==> config.mk <==
export PLATFORM = sky130hd
export DESIGN_NAME = oct_ctx_state
export DESIGN_NICKNAME = d
export VERILOG_FILES = /design/src/rtl/core/oct_pkg.sv /design/src/rtl/core/oct_ctx_state.sv
export SDC_FILE = /design/constraint.sdc
export NUM_CORES = 1
export LEC_CHECK = 0
export CAP_MARGIN = 25
export CORE_ASPECT_RATIO = 0.9
export CORE_MARGIN = 10
export CORE_UTILIZATION = 30
export CTS_CLUSTER_DIAMETER = 100
export DETAILED_ROUTE_END_ITERATION = 8
export DONT_BUFFER_PORTS = 1
export PLACE_DENSITY_LB_ADDON = 0.08
export SLEW_MARGIN = 20
export SYNTH_ARGS = -nofsm -noshare
export SYNTH_HDL_FRONTEND = slang
export SYNTH_SLANG_ARGS = --single-unit
==> constraint.sdc <==
create_clock -name clk -period 5.7 [get_ports clk]
set_clock_uncertainty 0.2 [all_clocks]
set_input_delay 0.57 -clock clk [delete_from_list [all_inputs] [get_ports clk]]
set_output_delay 0.57 -clock clk [all_outputs]
set_load 0.01 [all_outputs]
==> src/rtl/core/oct_pkg.sv <==
// ----------------------------------------------------------------------------
// oct_pkg
// Shared types, field widths and the helper function of the ordered completion
// tracker.
// ----------------------------------------------------------------------------
package oct_pkg;

  localparam int CTX_W     = 2;
  localparam int PEER_W    = 16;
  localparam int SEQ_W     = 16;
  localparam int CODE_W    = 32;
  localparam int CNT_W     = 64;
  localparam int ORD_W     = 32;
  localparam int ERRC_W    = 3;
  localparam int WORD_BITS = 64;
  localparam int OFF_W     = 6;
  localparam int RUN_W     = 7;

  typedef enum logic [2:0] {
    ST_CLEAR,
    ST_IDLE,
    ST_SET,
    ST_READ,
    ST_SCAN,
    ST_DONE
  } state_t;

  // Per-request update for the context counter and error latches.
  typedef struct packed {
    logic              valid;
    logic [CTX_W-1:0]  ctx;
    logic              failed;
    logic [CODE_W-1:0] code;
    logic [PEER_W-1:0] peer;
    logic [SEQ_W-1:0]  seq;
  } ctx_req_t;

  // Number of consecutive ones starting at bit 0 (64 when all ones).
  function automatic logic [RUN_W-1:0] trailing_ones(input logic [WORD_BITS-1:0] w);
    logic [WORD_BITS-1:0] z;
    logic [WORD_BITS-1:0] iso;
    logic [RUN_W-1:0]     n;
    z   = ~w;
    iso = z & (~z + WORD_BITS'(1));
    n   = '0;
    for (int i = 0; i < WORD_BITS; i++) begin
      if (iso[i]) n = n | RUN_W'(i);
    end
    if (z == '0) n = RUN_W'(WORD_BITS);
    return n;
  endfunction

endpackage

==> src/rtl/core/oct_ctx_state.sv <==
// ----------------------------------------------------------------------------
// oct_ctx_state
// Per-context drain counters, first-error latches and the first failing
// context overall.
// ----------------------------------------------------------------------------
module oct_ctx_state #(
  parameter int CONTEXTS = 4
) (
  input  logic                        clk,
  input  logic                        rst_n,
  input  oct_pkg::ctx_req_t           req,
  output logic [oct_pkg::CNT_W-1:0]   count_nxt,
  output logic [oct_pkg::ERRC_W-1:0]  first_err
);

  localparam int CI_W = (CONTEXTS > 1) ? $clog2(CONTEXTS) : 1;

  logic [oct_pkg::CNT_W-1:0]  count_r    [CONTEXTS];
  logic                       latched_r  [CONTEXTS];
  logic [oct_pkg::CODE_W-1:0] err_code_r [CONTEXTS];
  logic [oct_pkg::PEER_W-1:0] err_peer_r [CONTEXTS];
  logic [oct_pkg::SEQ_W-1:0]  err_seq_r  [CONTEXTS];
  logic [oct_pkg::ERRC_W-1:0] first_err_r;
  logic [CI_W-1:0]            idx;

  assign idx       = CI_W'(req.ctx);
  assign count_nxt = count_r[idx] + oct_pkg::CNT_W'(1);
  assign first_err = first_err_r;

  always_ff @(posedge clk) begin
    if (!rst_n) begin
      for (int i = 0; i < CONTEXTS; i++) begin
        count_r[i]    <= '0;
        latched_r[i]  <= 1'b0;
        err_code_r[i] <= '0;
        err_peer_r[i] <= '0;
        err_seq_r[i]  <= '0;
      end
      first_err_r <= '0;
    end else if (req.valid) begin
      count_r[idx] <= count_nxt;
      if (req.failed && !latched_r[idx]) begin
        latched_r[idx]  <= 1'b1;
        err_code_r[idx] <= req.code;
        err_peer_r[idx] <= req.peer;
        err_seq_r[idx]  <= req.seq;
        if (first_err_r == '0) begin
          first_err_r <= oct_pkg::ERRC_W'(req.ctx) + oct_pkg::ERRC_W'(1);
        end
      end
    end
  end

  // Once an error context is recorded it never changes until reset.
  a_first_err_sticky: assert property (@(posedge clk) disable iff (!rst_n)
    ($past(first_err_r) != '0) |-> (first_err_r == $past(first_err_r)))
    else $error("first error context changed after being latched");

  // A failing request always leaves its context latched.
  a_fail_latches: assert property (@(posedge clk) disable iff (!rst_n)
    (req.valid && req.failed) |=> latched_r[$past(idx)])
    else $error("failed request did not latch its context");

  // The first error context is recorded no later than the first failure.
  a_first_err_set: assert property (@(posedge clk) disable iff (!rst_n)
    (req.valid && req.failed) |=> (first_err_r != '0))
    else $error("first error context missing after a failure");

endmodule

==> results of run 1 <==
-- routing by layer --
layer / GRT usage, % / vias up / wire length, microns
li1: - / 3733 / -
met1: 19.30 / 4198 / 17390
met2: 23.93 / 145 / 18110
met3: 2.705 / 43 / 1547
met4: 3.310 / 0 / 683
met5: 0 / - / 0
-- state kept, by name, summed over array words and instances, names as in the netlist --
name and flops:
count_r 256, latched_r 4, first_err 3
-- cell families (layout without fill, tap and decap cells) --
logic type,count (synthesis),count (layout)
fa+ha+maj,2,2
compound gates,124,124
mux,69,69
flops,263,263
buf+inv,95,119
xor+xnor,38,38
simple gates,391,391
-- per-stage QoR --
stage	instances	hold WS [ps]	instance area, sq um	utilization (%)
floorplan	982	232.9	12740	-
CTS	1553	17.45	14270	34.12
finish	1553	56.16	14270	34.12
global route	1553	67.91	14270	34.12
detailed placement	1493	261.4	13290	31.76
global placement	1493	257.9	13290	31.76
-- cell type report --
type	count	area share, %
clock buffers	42	6.320
clock inverters	18	0.5785
inverters	46	1.210
multi-input cells	624	31.51
flip-flops and latches	263	54.90
well taps	547	4.794
repair buffers	13	0.6837
-- worst max path at each step --
stage                                        endpoint  slack (ps)  cells after the start
final                                   count_nxt[56]        1070                      7
after global routing                    count_nxt[60]         740                      7
after CTS                               count_nxt[56]         940                      7
after detailed placement                count_nxt[56]        1090                      7
after global placement                  count_nxt[56]        1200                      7
after floorplan           count_r[1][0]$_SDFFCE_PN0P_        1190                     10
-- report_power, final --
part           internal (uW)  switching (uW)
logic                    124             305
registers               2240            25.5
clock network           1120             832
-- cell usage in the layout, fill, tap and decap left out, drive strengths merged, types with 14 or more instances in the layout --
cell type,netlist,routed
clkbuf,24,42
nor2,182,182
a21oi,97,97
nand4,31,31
clkinv,0,16
mux4,64,64
xor2,24,24
edfxtp,257,257
xnor2,14,14
nand3,29,29
inv,46,47
or3,16,16
nand2,67,67
==> metrics.txt, run 1 <==
R2R depth=7; Post-synth EDFFs=257; Max Fclk=0.2160 GHz; Worst path max stage delay=700 ps; Max clock buf depth=3; most used cell, CP=nand4_1; FP Rows=71; Slew @ Worst Pin=1059 ps; post_cts resized=0; Cell Chain, Critical Path=mux4_2 > ha_1 > nand4_1 > nor4_2 > nand4_1 > o21ai_0 > nand2_1; Slew Viols, Final=0; Synth Area in Compound Gates=5.146%; post-CTS setup buffer count=0; PnR worst setup slack=1071 ps; pwr dens=325.1 nW/um^2; TritonCTS clock tree=done; syn nets=1054; DP Wirelength=21.01 mm; vias in the first global route=8452; H-Tree Depth=2; Mapped Area=12740 sq um; GRT overflow=0; share of layout cells above drive strength 1=12.62%; final setup TNS=0 ps; biggest area consumer among synthesized cells=edfxtp_1; largest family of logic cells by synthesized area=simple AND/OR/NAND/NOR gates; asr flop ratio synth=0%; slowest cell on the critical path=o21ai_0; die area=51120 sq um; GRT Util Overall=14.49%; mux contribution to synthesized area=12.11%; YS warnings=0; Avg Inst Size Synth=12.97 sq um; Yosys cell types=46; Register Area=7838 sq um; area occupied by multi-input gates=4498 sq um; Max IR drop VDD=0.1996 mV; dpl ws=1093 ps; fill cell count=4151; Hold Path Sink=latched_r[2]$_DFF_P_; Worst EP arrival=3860 ps; Main synth FF type=edfxtp_1; Yosys reg bits=263; IO Port Bufs=0; min-delay worst type=input port to flop; Worst-path clk slew=60 ps; routed len/inst=24.30 microns; DRC violations left=0; R2R Setup Slk=1960 ps; core area=41840 sq um; top cells by area, synth=edfxtp_1 61%, mux4_2 9.0%, nor2_1 5.4%; Mapped Cells=982; CP required=4930 ps; final setup fails=0; initial antenna violation count=0; initial drt markers=540; Worst Hold Launch=req[66]; largest net degree at the start of global routing=78; P_leak=0.004995 uW; hold depth=2; simple-gate share of the synthesized area=14.97%; adder-cell share of the synthesized area=0.1964%; Startpoint Class=flop; root buffer cell=clkbuf_16; die width=237.2 microns; Power Total=4641 uW; Clk Latency, worst-skew pair=510 ps; unrepaired setup endpoints after global routing=no; Buf+Inv Stages, Crit Path=0; CTS sink cnt=263; cell family with most CP delay=simple AND/OR/NAND/NOR gates; crit path from=count_r[1][0]$_SDFFCE_PN0P_; final WL=37.73 mm; final hold viol count=0; RR Startpoint=count_r[1][0]$_SDFFCE_PN0P_; starting density of the core=30.45%; count leader, synth=edfxtp_1; hold_buf cts=0; detailed-route via count=8119; io pins=137; Crit Path Class=flop to primary output; fin crit share=81.20%; DR pass1 iterations=5; status=finished clean; Antenna Cells=0; Post-Synth XOR/XNOR Area=2.612%; Worst Setup End Kind=primary output; post-route ant nets=0; Via density=5.228; sequential share of the synthesized area=61.51%; Area Overhead vs Synth=12.04%; CTS Buf Count=34; Post-synth top cells=257 x edfxtp_1, 182 x nor2_1, 97 x a21oi_1, 67 x nand2_1, 51 x mux4_2; CP max FO=9; r2r endpoint=count_r[1][56]$_SDFFCE_PN0P_; Nets=1054; first-pass GRT wire length=56.88 mm; worst rel slew slack=29.41%; max-cap viol count=0; Synth top area share=60.57%; Die Ht=215.5 microns; Final Critical Period=4629 ps; final estimated routing congestion in global placement=0.7344
Power figures use the tool's default switching activity.
==> inputs of run 2 (changes only) <==
clock period = 4 ns   (was 5.7 ns; I/O delays follow)
==> metrics.txt, run 2 (synthesis results as in run 1) <==
GRT Util Overall=14.37% (-0.12 points); Nets=1094 (+3.8%); TritonCTS clock tree=done; Startpoint Class=flop; worst rel slew slack=30.88% (+1.5 points); CP required=3400 ps (-1530 ps); share of layout cells above drive strength 1=15.68% (+3.1 points); Worst-path clk slew=60 ps (about the same); Max Fclk=0.2615 GHz; post-route ant nets=0 (unchanged); min-delay worst type=input port to flop; Max IR drop VDD=0.2809 mV (+41%); detailed-route via count=8271 (+1.9%); first-pass GRT wire length=56.95 mm (+0.11%); DP Wirelength=21.83 mm (+3.9%); Slew Viols, Final=0 (unchanged); IO Port Bufs=0 (unchanged); most common cell after layout, fill and taps aside=edfxtp_1; final estimated routing congestion in global placement=0.7450 (+1.4%); Die Ht=215.5 microns (unchanged); core area=41840 sq um (unchanged); FP Rows=71 (unchanged); CTS sink cnt=263 (unchanged); final WL=37.25 mm (-1.3%); initial antenna violation count=0 (unchanged); starting density of the core=30.45% (unchanged); pwr dens=451.6 nW/um^2 (+39%); Cell Count Post-Placement=1527 (+2.3%); Area Overhead vs Synth=15.01%; CTS Buf Count=30 (-12%); Via density=5.192 (-0.69%); Most flops, register=count_r; Min Hold Slack=56.27 ps (+0.1045 ps); DRC violations left=0 (unchanged); CP max FO=7 (-2); largest net degree at the start of global routing=74 (-5.1%); die area=51120 sq um (unchanged); commonest cells after routing, fill and taps aside=257 x edfxtp_1, 182 x nor2_1, 97 x a21oi_1; Worst Setup End Kind=primary output; routed len/inst=23.38 microns (-3.7%); Worst EP arrival=3220 ps (-640 ps); Final Critical Period=3824 ps; GRT overflow=0 (unchanged); Crit Path Class=flop to primary output; DR pass1 iterations=5 (unchanged); final cell count without fillers=1593 (+2.6%); Largest register FFs=256 (unchanged); final hold viol count=0 (unchanged); dpl ws=364.2 ps (-729.0 ps); Antenna Cells=0 (unchanged); max-cap viol count=0 (unchanged); die width=237.2 microns (unchanged); Max clock buf depth=3 (unchanged); io pins=137 (unchanged); vias in the first global route=8646 (+2.3%); initial drt markers=611 (+13%); unrepaired setup endpoints after global routing=no; fin crit share=95.61%; status=finished clean; Clk Latency, worst-skew pair=580 ps (+70 ps); H-Tree Depth=1 (-1); PnR worst setup slack=175.7 ps (-895.7 ps); P_leak=0.005212 uW (+4.3%); root buffer cell=clkbuf_16; Slew @ Worst Pin=1037 ps (-22.17 ps); final setup TNS=0 ps (unchanged); final setup fails=0 (unchanged); Power Total=6618 uW (+43%)
-- run 2: changes by cell type in the layout (fill, tap and decap cells not counted), moves of 3 or more --
cell | before | now
buf_4 | 13 | 46
clkbuf_16 | 35 | 31
o21ai_0 | 13 | 10
o21ai_1 | 0 | 3
bufinv_16 | 0 | 3
dlygate4sd3_1 | 0 | 9
-- run 2: path summary, 6_finish.rpt --
check | startpoint | end | slack, ps | cells after the start
max reg2reg | count_r[1][5]$_SDFFCE_PN0P_ | count_r[0][55]$_SDFFCE_PN0P_ | 960 | 6
min | req[66] | latched_r[3]$_DFFE_PP_ | 60 | 2
max | count_r[1][5]$_SDFFCE_PN0P_ | count_nxt[55] | 180 | 6
min reg2reg | latched_r[0]$_DFF_P_ | latched_r[0]$_DFF_P_ | 280 | 2
-- run 2: cell type report --
type | count | area (sq um)
flip-flops and latches | 263 | 7838
inverters | 46 | 172.7
clock inverters | 20 | 163.9
well taps | 547 | 684.4
repair buffers | 57 | 475.5
clock buffers | 36 | 794.5
fillers | 4126 | 27190
multi-input cells | 624 | 4524
-- run 2: routing by layer --
layer	part of all wire (%)	global-route usage [%]	vias up
met4	1.7	2.737	0
met5	0	0	-
met3	3.4	2.146	44
li1	-	-	3813
met1	46	19.03	4266
met2	49	24.52	148
-- run 2: what timing repair did --
| action | 4_1_cts | 5_1_grt |
|---|---|---|
| hold endpoints to repair | 8 | 0 |
| setup buffers | 0 | 1 |
| pin swaps | 0 | 1 |
| hold buffers | 9 | 0 |
| gates resized for setup | 1 | 8 |
| endpoints found under the setup margin | 1 | 10 |
-- run 2: metrics by stage --
step	utilization (%)	instance area, sq um
after floorplan	-	12750
after global placement	32.43	13570
after detailed placement	32.43	13570
after CTS	34.94	14620
after global routing	35.02	14650
final	35.02	14650
-- run 2: power breakdown --
part	internal [uW]	switching (uW)	total, uW
sequential	3180	35.9	3220
clock	1590	1150	2740
combinational	215	444	659
total	4990	1630	6620
-- run 2: critical path: stages (launching register included) --
cell and delay, ps:
edfxtp_1 330, mux4_1 410, nand3_4 190, or4_4 620
nor3_1 510, nand4b_1 360, nand2_1 240
